--- src/hw/rtl/asa_pkg.sv ---
// Shared constants, command and status codes and the controller/datapath
// interface types of the aligned stack allocator. No dependencies.
`default_nettype none

package asa_pkg;

    localparam int MAX_BLOCKS   = 64;
    localparam int HEADER_BYTES = 12;
    localparam int OFFSET_BITS  = 24;
    localparam int ALIGN_MAX    = 12;

    localparam logic [2:0] CMD_ALLOC    = 3'd0;
    localparam logic [2:0] CMD_REL_LAST = 3'd1;
    localparam logic [2:0] CMD_REL_MARK = 3'd2;
    localparam logic [2:0] CMD_CLEAR    = 3'd3;
    localparam logic [2:0] CMD_GET_MARK = 3'd4;

    localparam logic [1:0] ST_OK       = 2'd0;
    localparam logic [1:0] ST_NO_SPACE = 2'd1;
    localparam logic [1:0] ST_BAD      = 2'd2;
    localparam logic [1:0] ST_FULL     = 2'd3;

    localparam logic REG_BASE = 1'b0;
    localparam logic REG_POOL = 1'b1;

    typedef struct packed {
        logic       load_in;
        logic       clear;
        logic       alc1;
        logic       alc2;
        logic       commit;
        logic       pop_top;
        logic       pop_only;
        logic       mk_load;
        logic       set_mark;
        logic       emit;
        logic [1:0] status;
        logic       use_blk;
    } t_dp_cmd;

    typedef struct packed {
        logic bad_req;
        logic full;
        logic fit;
        logic empty;
        logic mark_bad;
        logic pop_more;
        logic out_free;
    } t_dp_sts;

endpackage

`default_nettype wire

--- src/hw/rtl/asa_ram.sv ---
// Generic single-port-write, single-port-read RAM with a registered read.
// No dependencies.
`default_nettype none

module asa_ram #(
    parameter int WIDTH = 24,
    parameter int DEPTH = 64
) (
    input  wire logic                     i_clk,
    input  wire logic                     i_we,
    input  wire logic [$clog2(DEPTH)-1:0] i_waddr,
    input  wire logic [WIDTH-1:0]         i_wdata,
    input  wire logic [$clog2(DEPTH)-1:0] i_raddr,
    output logic      [WIDTH-1:0]         o_rdata
);

    logic [WIDTH-1:0] r_mem [DEPTH];
    logic [WIDTH-1:0] r_rdata;

    always_ff @(posedge i_clk) begin
        if (i_we) begin
            r_mem[i_waddr] <= i_wdata;
        end
        r_rdata <= r_mem[i_raddr];
    end

    assign o_rdata = r_rdata;

endmodule

`default_nettype wire

--- src/hw/rtl/asa_ctrl.sv ---
// Controller state machine of the aligned stack allocator: sequences each
// command through the datapath. Depends on asa_pkg.
`default_nettype none

module asa_ctrl (
    input  wire logic             i_clk,
    input  wire logic             i_rst_n,
    input  wire logic             i_s_valid,
    input  wire logic [2:0]       i_cmd,
    output logic                  o_s_ready,
    input  wire asa_pkg::t_dp_sts i_sts,
    output asa_pkg::t_dp_cmd      o_cmd
);

    typedef enum logic [3:0] {
        S_IDLE,
        S_ALC1,
        S_ALC2,
        S_ALC3,
        S_POP1,
        S_POP2,
        S_MK1,
        S_MK2,
        S_MK3,
        S_EMIT
    } t_state;

    t_state     r_state;
    logic [1:0] r_stat;
    logic       r_use_blk;
    logic       w_accept;

    assign o_s_ready = (r_state == S_IDLE);
    assign w_accept  = i_s_valid && o_s_ready;

    always_comb begin
        o_cmd         = '0;
        o_cmd.status  = r_stat;
        o_cmd.use_blk = r_use_blk;
        case (r_state)
            S_IDLE: begin
                o_cmd.load_in = w_accept;
                o_cmd.clear   = w_accept && (i_cmd == asa_pkg::CMD_CLEAR);
            end
            S_ALC1: o_cmd.alc1 = 1'b1;
            S_ALC2: o_cmd.alc2 = 1'b1;
            S_ALC3: o_cmd.commit = i_sts.fit;
            S_POP2: o_cmd.pop_top = 1'b1;
            S_MK1:  o_cmd.mk_load = 1'b1;
            S_MK2:  o_cmd.set_mark = i_sts.empty;
            S_MK3: begin
                o_cmd.pop_only = i_sts.pop_more;
                o_cmd.set_mark = !i_sts.pop_more;
            end
            S_EMIT: o_cmd.emit = i_sts.out_free;
            default: ;
        endcase
    end

    always_ff @(posedge i_clk) begin
        if (!i_rst_n) begin
            r_state   <= S_IDLE;
            r_stat    <= asa_pkg::ST_OK;
            r_use_blk <= 1'b0;
        end else begin
            case (r_state)
                S_IDLE: begin
                    if (w_accept) begin
                        r_use_blk <= 1'b0;
                        r_stat    <= asa_pkg::ST_OK;
                        case (i_cmd)
                            asa_pkg::CMD_ALLOC:    r_state <= S_ALC1;
                            asa_pkg::CMD_REL_LAST: r_state <= S_POP1;
                            asa_pkg::CMD_REL_MARK: r_state <= S_MK1;
                            asa_pkg::CMD_CLEAR:    r_state <= S_EMIT;
                            asa_pkg::CMD_GET_MARK: r_state <= S_EMIT;
                            default: begin
                                r_stat  <= asa_pkg::ST_BAD;
                                r_state <= S_EMIT;
                            end
                        endcase
                    end
                end
                S_ALC1: begin
                    if (i_sts.bad_req) begin
                        r_stat  <= asa_pkg::ST_BAD;
                        r_state <= S_EMIT;
                    end else if (i_sts.full) begin
                        r_stat  <= asa_pkg::ST_FULL;
                        r_state <= S_EMIT;
                    end else begin
                        r_state <= S_ALC2;
                    end
                end
                S_ALC2: r_state <= S_ALC3;
                S_ALC3: begin
                    if (i_sts.fit) begin
                        r_stat    <= asa_pkg::ST_OK;
                        r_use_blk <= 1'b1;
                    end else begin
                        r_stat <= asa_pkg::ST_NO_SPACE;
                    end
                    r_state <= S_EMIT;
                end
                S_POP1: begin
                    if (i_sts.empty) begin
                        r_stat  <= asa_pkg::ST_BAD;
                        r_state <= S_EMIT;
                    end else begin
                        r_state <= S_POP2;
                    end
                end
                S_POP2: r_state <= S_EMIT;
                S_MK1: begin
                    if (i_sts.mark_bad) begin
                        r_stat  <= asa_pkg::ST_BAD;
                        r_state <= S_EMIT;
                    end else begin
                        r_state <= S_MK2;
                    end
                end
                S_MK2: begin
                    if (i_sts.empty) begin
                        r_state <= S_EMIT;
                    end else begin
                        r_state <= S_MK3;
                    end
                end
                S_MK3: begin
                    if (i_sts.pop_more) begin
                        r_state <= S_MK2;
                    end else begin
                        r_state <= S_EMIT;
                    end
                end
                S_EMIT: begin
                    if (i_sts.out_free) begin
                        r_state <= S_IDLE;
                    end
                end
                default: r_state <= S_IDLE;
            endcase
        end
    end

endmodule

`default_nettype wire

--- src/hw/rtl/asa_dp.sv ---
// Datapath of the aligned stack allocator: top offset, block count, stack of
// block starts, allocation arithmetic and result register.
// Depends on asa_pkg and asa_ram.
`default_nettype none

module asa_dp #(
    parameter int MAX_BLOCKS   = asa_pkg::MAX_BLOCKS,
    parameter int HEADER_BYTES = asa_pkg::HEADER_BYTES,
    parameter int OFFSET_BITS  = asa_pkg::OFFSET_BITS
) (
    input  wire logic             i_clk,
    input  wire logic             i_rst_n,
    input  wire logic [31:0]      i_base,
    input  wire logic [23:0]      i_pool,
    input  wire logic [23:0]      i_req,
    input  wire logic [3:0]       i_alg,
    input  wire logic [31:0]      i_mark,
    input  wire asa_pkg::t_dp_cmd i_cmd,
    output asa_pkg::t_dp_sts      o_sts,
    output logic                  o_valid,
    input  wire logic             i_ready,
    output logic [1:0]            o_status,
    output logic [31:0]           o_block_address,
    output logic [31:0]           o_top_address,
    output logic [23:0]           o_used_bytes
);

    localparam int OW = OFFSET_BITS;
    localparam int NW = ((OFFSET_BITS > 24) ? OFFSET_BITS : 24) + 2;
    localparam int CW = $clog2(MAX_BLOCKS + 1);
    localparam int AW = $clog2(MAX_BLOCKS);

    logic [OW-1:0] r_top;
    logic [CW-1:0] r_count;
    logic [23:0]   r_req;
    logic [3:0]    r_alg;
    logic [31:0]   r_mark;
    logic [NW-1:0] r_thr;
    logic [31:0]   r_hdr;
    logic [11:0]   r_pad;
    logic [NW-1:0] r_newtop;
    logic [31:0]   r_blk;
    logic [31:0]   r_moff;
    logic          r_ovalid;
    logic [1:0]    r_ostatus;
    logic [31:0]   r_oblk;
    logic [31:0]   r_otop;
    logic [23:0]   r_oused;

    logic [CW-1:0] w_cnt_m1;
    logic [OW-1:0] w_rdata;
    logic [11:0]   w_amask;
    logic [11:0]   w_hlo;
    logic [11:0]   w_pad;
    logic [NW-1:0] w_pool;
    logic [NW-1:0] w_offmask;
    logic [NW-1:0] w_cap;
    logic [31:0]   w_moff;
    logic          w_out_free;

    assign w_cnt_m1  = r_count - CW'(1);
    assign w_amask   = 12'((13'd1 << r_alg) - 13'd1);
    assign w_hlo     = 12'(i_base) + 12'(r_top) + 12'(HEADER_BYTES);
    assign w_pad     = (12'd0 - w_hlo) & w_amask;
    assign w_pool    = NW'(i_pool);
    assign w_offmask = NW'({OW{1'b1}});
    assign w_cap     = (w_pool > w_offmask) ? w_offmask : w_pool;
    assign w_moff    = r_mark - i_base;
    assign w_out_free = !r_ovalid || i_ready;

    assign o_sts.bad_req  = (r_req == 24'd0) || (r_alg > 4'(asa_pkg::ALIGN_MAX));
    assign o_sts.full     = (r_count == CW'(MAX_BLOCKS));
    assign o_sts.fit      = (r_newtop <= w_cap);
    assign o_sts.empty    = (r_count == '0);
    assign o_sts.mark_bad = (w_moff > 32'(r_top));
    assign o_sts.pop_more = (r_count != '0) && (32'(w_rdata) >= r_moff);
    assign o_sts.out_free = w_out_free;

    asa_ram #(
        .WIDTH (OW),
        .DEPTH (MAX_BLOCKS)
    ) u_stack (
        .i_clk   (i_clk),
        .i_we    (i_cmd.commit),
        .i_waddr (r_count[AW-1:0]),
        .i_wdata (r_top),
        .i_raddr (w_cnt_m1[AW-1:0]),
        .o_rdata (w_rdata)
    );

    always_ff @(posedge i_clk) begin
        if (!i_rst_n) begin
            r_top    <= '0;
            r_count  <= '0;
            r_ovalid <= 1'b0;
        end else begin
            if (i_cmd.clear) begin
                r_top   <= '0;
                r_count <= '0;
            end else if (i_cmd.commit) begin
                r_top   <= OW'(r_newtop);
                r_count <= r_count + CW'(1);
            end else if (i_cmd.pop_top) begin
                r_top   <= w_rdata;
                r_count <= w_cnt_m1;
            end else if (i_cmd.pop_only) begin
                r_count <= w_cnt_m1;
            end else if (i_cmd.set_mark) begin
                r_top <= OW'(r_moff);
            end
            if (i_cmd.emit) begin
                r_ovalid <= 1'b1;
            end else if (i_ready) begin
                r_ovalid <= 1'b0;
            end
        end
    end

    always_ff @(posedge i_clk) begin
        if (i_cmd.load_in) begin
            r_req  <= i_req;
            r_alg  <= i_alg;
            r_mark <= i_mark;
        end
        if (i_cmd.alc1) begin
            r_thr <= NW'(r_top) + NW'(HEADER_BYTES) + NW'(r_req);
            r_hdr <= i_base + 32'(r_top) + 32'(HEADER_BYTES);
            r_pad <= w_pad;
        end
        if (i_cmd.alc2) begin
            r_newtop <= r_thr + NW'(r_pad);
            r_blk    <= r_hdr + 32'(r_pad);
        end
        if (i_cmd.mk_load) begin
            r_moff <= w_moff;
        end
        if (i_cmd.emit) begin
            r_ostatus <= i_cmd.status;
            r_oblk    <= i_cmd.use_blk ? r_blk : 32'd0;
            r_otop    <= i_base + 32'(r_top);
            r_oused   <= 24'(r_top);
        end
    end

    assign o_valid         = r_ovalid;
    assign o_status        = r_ostatus;
    assign o_block_address = r_oblk;
    assign o_top_address   = r_otop;
    assign o_used_bytes    = r_oused;

`ifndef ASSERT_OFF
    a_count_range: assert property (@(posedge i_clk) disable iff (!i_rst_n)
        r_count <= CW'(MAX_BLOCKS))
        else $error("Block count exceeds the stack depth.");

    a_push_not_full: assert property (@(posedge i_clk) disable iff (!i_rst_n)
        i_cmd.commit |-> !o_sts.full && o_sts.fit)
        else $error("Block pushed on a full stack or without space.");

    a_commit_top: assert property (@(posedge i_clk) disable iff (!i_rst_n)
        i_cmd.commit |=> (NW'(r_top) == $past(r_newtop)))
        else $error("Top offset not moved to the end of the new block.");

    a_emit_free: assert property (@(posedge i_clk) disable iff (!i_rst_n)
        i_cmd.emit |-> w_out_free)
        else $error("Result register overwritten before its transfer.");
`endif

endmodule

`default_nettype wire

--- src/hw/rtl/aligned_stack_allocator.sv ---
// Top level of the aligned stack allocator: stream ports, configuration
// registers, controller and datapath. Depends on asa_pkg, asa_ctrl, asa_dp.
//
// Commands arrive on the slave stream, one transfer each, and every command
// gives exactly one result transfer on the master stream carrying status,
// block address, top address and used bytes after the command.
// The configuration registers (pool base address at 0x0, pool size at 0x4)
// are to be written through the APB port while the block is idle; the
// block itself does not enforce this. Clear, get mark and unknown codes go
// straight to the result; an allocate with a bad request or a full stack,
// a release last on an empty stack and a release to mark outside the used
// range stop after their first check. Allocate passes through its stages:
// one stage computes the padding, one the new top, one the space check.
// Release to mark reads one stack entry per RAM read. A new command is
// taken in the cycle after the result is loaded into the output register.
// The output register holds its result while the receiver stalls, and a
// further command is taken meanwhile; its result waits until the register
// is free. Reset empties the pool and the stack, clears both configuration
// registers and drops any pending result.
`default_nettype none

module aligned_stack_allocator #(
    parameter int MAX_BLOCKS   = asa_pkg::MAX_BLOCKS,
    parameter int HEADER_BYTES = asa_pkg::HEADER_BYTES,
    parameter int OFFSET_BITS  = asa_pkg::OFFSET_BITS
) (
    input  wire logic        i_clk,
    input  wire logic        i_rst_n,
    input  wire logic        i_s_axis_tvalid,
    output logic             o_s_axis_tready,
    // request_bytes[23:0], align_log2[27:24], mark_address[59:28], zeros
    input  wire logic [63:0] i_s_axis_tdata,
    // cmd[2:0]
    input  wire logic [2:0]  i_s_axis_tuser,
    output logic             o_m_axis_tvalid,
    input  wire logic        i_m_axis_tready,
    // status[1:0], block_address[33:2], top_address[65:34],
    // used_bytes[89:66], zeros
    output logic [95:0]      o_m_axis_tdata,
    input  wire logic        psel,
    input  wire logic        penable,
    input  wire logic        pwrite,
    input  wire logic [2:0]  paddr,
    input  wire logic [31:0] pwdata,
    output logic [31:0]      prdata,
    output logic             pready
);

    logic [31:0]      r_base;
    logic [23:0]      r_pool;
    logic             w_wr;
    asa_pkg::t_dp_cmd w_cmd;
    asa_pkg::t_dp_sts w_sts;
    logic [1:0]       w_status;
    logic [31:0]      w_blk;
    logic [31:0]      w_top;
    logic [23:0]      w_used;

    assign pready = 1'b1;
    assign w_wr   = psel && penable && pwrite && pready;

    always_ff @(posedge i_clk) begin
        if (!i_rst_n) begin
            r_base <= '0;
            r_pool <= '0;
        end else if (w_wr) begin
            if (paddr[2] == asa_pkg::REG_BASE) begin
                r_base <= pwdata;
            end else begin
                r_pool <= pwdata[23:0];
            end
        end
    end

    assign prdata = (paddr[2] == asa_pkg::REG_POOL) ? {8'd0, r_pool} : r_base;

    asa_ctrl u_ctrl (
        .i_clk     (i_clk),
        .i_rst_n   (i_rst_n),
        .i_s_valid (i_s_axis_tvalid),
        .i_cmd     (i_s_axis_tuser),
        .o_s_ready (o_s_axis_tready),
        .i_sts     (w_sts),
        .o_cmd     (w_cmd)
    );

    asa_dp #(
        .MAX_BLOCKS   (MAX_BLOCKS),
        .HEADER_BYTES (HEADER_BYTES),
        .OFFSET_BITS  (OFFSET_BITS)
    ) u_dp (
        .i_clk           (i_clk),
        .i_rst_n         (i_rst_n),
        .i_base          (r_base),
        .i_pool          (r_pool),
        .i_req           (i_s_axis_tdata[23:0]),
        .i_alg           (i_s_axis_tdata[27:24]),
        .i_mark          (i_s_axis_tdata[59:28]),
        .i_cmd           (w_cmd),
        .o_sts           (w_sts),
        .o_valid         (o_m_axis_tvalid),
        .i_ready         (i_m_axis_tready),
        .o_status        (w_status),
        .o_block_address (w_blk),
        .o_top_address   (w_top),
        .o_used_bytes    (w_used)
    );

    assign o_m_axis_tdata = {6'd0, w_used, w_top, w_blk, w_status};

endmodule

`default_nettype wire

--- config.mk ---
export PLATFORM = sky130hd
export DESIGN_NAME = aligned_stack_allocator
export DESIGN_NICKNAME = d
export VERILOG_FILES = /design/src/hw/rtl/asa_pkg.sv /design/src/hw/rtl/asa_ram.sv /design/src/hw/rtl/asa_ctrl.sv /design/src/hw/rtl/asa_dp.sv /design/src/hw/rtl/aligned_stack_allocator.sv
export SDC_FILE = /design/constraint.sdc
export NUM_CORES = 2
export LEC_CHECK = 0
export BUFFER_PORTS_ARGS = -buffer_cell sky130_fd_sc_hd__buf_4
export CAP_MARGIN = 0
export CORE_ASPECT_RATIO = 1.1
export CORE_UTILIZATION = 45
export CTS_CLUSTER_DIAMETER = 60
export DETAILED_ROUTE_END_ITERATION = 7
export GPL_ROUTABILITY_DRIVEN = 0
export PLACE_DENSITY = 0.65
export SETUP_SLACK_MARGIN = 0.5
export SYNTH_ARGS = -nofsm -noshare
export SYNTH_HDL_FRONTEND = slang
export SYNTH_SLANG_ARGS = --single-unit
--- constraint.sdc ---
create_clock -name i_clk -period 5.35 [get_ports i_clk]
set_input_delay 0.535 -clock i_clk [delete_from_list [all_inputs] [get_ports i_clk]]
set_output_delay 0.535 -clock i_clk [all_outputs]
set_load 0.02 [all_outputs]
==> summary.md <==
| Metric | Value |
|---|---|
| Status | complete, but fails checks |
| Failing checks | DRC |
| Worst min path class | in2reg |
| RSZ-0062 raised after global routing | true |
| Synth top area cells | edfxtp_1 67%, mux4_2 14%, ha_1 3.0%, dfxtp_1 2.9%, xnor2_1 1.4% |
| H-Tree Depth | 4 |
| Routed WL per cell | 28.0 um |
| Worst rel slew slack | 12.0% |
| Synth Area per Inst | about 18 um2 |
| Startpoint type of the worst setup path | flip-flop |
| Total CTS buffers | 196 |
| Data arrival, critical path | 5.63 ns |
| Post-Place Cells | approximately 7,200 |
| DP Area | 0.0881 mm2 |
| Fraction of layout instances using a drive strength above 1 | between 20% and 30% |
| HP Start | i_s_axis_tvalid |
| Worst slack at placement | -0.0177 ns |
| Final nets | ~5,400 |
| Fmax | between 200 and 250 MHz |
| Drt drc | 24 |
| Final cell count without fillers | a little under 8,000 |
| Port bufs | between 200 and 250 |
| Fin crit period | 4.86 ns |
| Via count | 45,000 |
| Global-route wire length before repair | 309 mm |
| Ys flop type | edfxtp_1 |
| Pwr/cell area | between 400 and 500 mW/mm2 |
| Mapped cell area | slightly above 0.08 mm2 |
| Post-route cell area | 0.0957 mm2 |
| Post-DP HPWL | about 130 mm |
| Most common cell after layout, fill and taps aside | edfxtp_1 |
| Final core occ | 52.6% |
| Compound-cell area share of the yosys netlist | 4.47% |
| CP max stage delay | about 0.37 ns |
| Clock latency on the worst-skew pair | 0.85 ns |
| Crit-path most repeated cell | o21ai_2 |
| IR drop worst, VDD | 0.000307 V |
| Routed Antenna Nets | 0 |
| Max-slew violation count | 0 |
| FF+latch count, synth | 1,965 |
| Final Hold Vio Count | 0 |
| Mapped Cells | 4,631 |
| Setup violators final | 0 |
| Fillers | 14,300 |
| Area share of the largest cell type after synthesis | 67.1% |
| Pre-antenna DRT Iters | 8 |
| Ys async rst share | 0% |
| Final period util | 90.9% |
| Overflow after GRT | 0 |
| Layout area overhead | 15.9% |
| DRT iter0 DRCs | 5,599 |
| CTS sink cnt | 1,965 |
| Ys Warns | 0 |
| Distinct cells, synth | 90 |
| WHS Endpoint | u_ctrl.r_use_blk |
| Worst r2r src | u_dp.r_mark[0] |
| IO Pins | 240 |
| Largest net degree at the start of global routing | 102 |
| Register area | approximately 0.058 mm2 |
| Post-Synth Adder-Cell Area | around 3.2% |
| Multi-input gate area | 0.0237 mm2 |
| Vias in the first global route | 44,500 |
| Total Wirelength | about 220 mm |
| Via density | 5.85 |
| Synth Area in XOR/XNOR | about 2.0% |
| Clock slew at reported path FFs | 0.07 ns |
| Antenna violations before repair | 23 |
| Buffer and inverter count on the worst path | 2 |
| Crit path launch | u_dp.r_mark[0] |
| # Max-Cap Violations | 0 |
| Slowest-stage cell, CP | a221oi_4 |
| Worst reg-to-reg setup slack | 0.49 ns |
| Die W | roughly 410 um |
| Crit. End Element | flip-flop |
| Hold Path Stages | 4 |
| Critical path's top delay family | compound AO/OA/AOI/OAI gates |
| Root buf cell | clkbuf_16 |
| Setup TNS | 0 ns |
| Simple logic cell fraction of the synthesized area | 4.72% |
| EDFF count, synth | 1,846 |
| CTS tree | built |
| FF-to-FF End | u_ctrl.r_state[2] |
| Most frequent cells in the layout | 1,846 x edfxtp_1, 504 x mux4_2, 363 x buf_4 |
| Tot GR Track Use | 23.2% |
| Initial Util | a little under half |
| FP Rows | between 150 and 200 |
| Core area | 0.182 mm2 |
| Clk_skew | roughly 0.081 ns |
| Post-synthesis mux area share | 13.8% |
| Worst slew pin tran | roughly 1.3 ns |
| Combinational family with the most area after synthesis | multiplexers |
| CP max FO | 3 |
| CP Cell Sequence | inv_1 -> ha_2 -> inv_2 -> fa_2 -> a211o_1 -> a21boi_2 -> o21ai_2 -> a21o_1 -> o21ai_2 -> o21ai_2 -> a221oi_2 -> xnor2_1 -> ha_1 -> and2_4 -> a221o_1 -> a221oi_4 -> a22oi_2 -> a2111oi_4 -> o211ai_1 -> nor3_2 -> o311a_1 |
| Sequential fraction of the synthesis area | 70.0% |
| Type of the worst setup path | reg2reg |
| DIE AREA | approximately 0.19 mm2 |
| Post-route setup slack | between 0.4 and 0.5 ns |
| Clock buffer depth | 3 |
| R2R depth | 21 |
| Leak pwr | between 30 and 40 nW |
| Cell taking the most area after synthesis | edfxtp_1 |
| Critical Path RT | 6.12 ns |
| Vert. Die Dim | ~450 um |
[routing by layer]
layer	part of all wire, %	up-vias	global-route usage [%]
li1	-	19400	-
met1	40	23400	31.5
met2	49	1786	37.7
met3	7.5	388	4.01
met4	3.8	12	8.77
met5	0.036	-	0
[cells by family after synthesis]
logic type	count (synthesis)
adders and majority gates	207
muxes	511
AOI/OAI and AO/OA	548
and+or+nand+nor	825
other	2
buffers and inverters	389
DFF	1965
xor gates and xnor gates	184
[Yosys cell counts (20+ instances only)]
cell type     n
a21boi_0     65
a21o_1       46
a21oi_1     139
and2_1       42
buf_1        36
clkbuf_1    148
dfxtp_1     119
edfxtp_1   1846
ha_1        201
inv_1       193
mux4_2      504
nand2_1     291
nand2b_1     22
nand3_1      64
nand4_1      35
nor2_1      199
nor2b_1      28
nor3_1       51
nor4_1       20
o211ai_1     58
o21a_1       32
o21ai_0      96
xnor2_1     130
xor2_1       52
[report_power, final]
group | total, mW | internal (mW) | switching, mW | leakage (nW)
registers | 18.9 | 18.4 | 0.547 | 18.0
logic | 7.67 | 2.83 | 4.84 | 10.1
clock network | 13.6 | 7.57 | 5.99 | 3.11
total | 40.2 | 28.8 | 11.4 | 31.2
[registers in the layout, summed over array words and instances (netlist names), 4 cells and up]
signal	cells
u_dp.u_stack.r_mem	1536
r_base	32
u_dp.o_block_address	32
u_dp.o_top_address	32
u_dp.r_blk	32
u_dp.r_hdr	32
u_dp.r_mark	32
u_dp.r_moff	32
u_dp.r_newtop	26
u_dp.r_thr	26
r_pool	24
u_dp.o_used_bytes	24
u_dp.r_req	24
u_dp.r_top	24
u_dp.u_stack.o_rdata	24
u_dp.r_pad	12
u_dp.r_count	7
u_ctrl.r_state	4
u_dp.r_alg	4
[timing repair]
action,CTS,global route
setup buffers,8,3
pin swaps,16,16
setup endpoints to repair,5,6
hold buffers,92,0
gates resized for setup,18,15
endpoints found under the hold margin,116,0
[final cells by class]
type	instances	area share [%]
inverters	194	0.761
multi-input cells	2282	24.8
well taps	2407	3.15
repair buffers	474	4.19
flip-flops and latches	1965	60.4
clock buffers	256	5.48
diodes	8	0.0209
clock inverters	113	1.19
[how the worst max path moves through the flow]
| stage | end | slack, ns | cells past startpoint |
|---|---|---|---|
| finish | u_ctrl.r_state[2] | 0.49 | 21 |
| global placement | u_ctrl.r_stat[0] | 0.08 | 21 |
| detailed placement | u_ctrl.r_stat[0] | -0.02 | 21 |
| floorplan | u_dp.r_thr[24] | 0.61 | 16 |
| global route | u_ctrl.r_state[2] | 0.29 | 21 |
| CTS | u_ctrl.r_stat[0] | 0.46 | 22 |
[per-stage QoR]
| step | total power, mW | hold WS [ns] |
|---|---|---|
| after floorplan | 23.8 | 0.408 |
| after global placement | 26.6 | 0.454 |
| after detailed placement | 26.7 | 0.460 |
| after CTS | 40.3 | 0.0742 |
| after global routing | 41.6 | 0.147 |
| final | 40.2 | 0.132 |
[tightest hold or removal path, delay by kind of cell]
family	cells	cell delay [ns]
simple gates	2	0.19
buf+inv	1	0.12
compound gates	1	0.06
No activity file was read; power rests on OpenSTA's default activity.
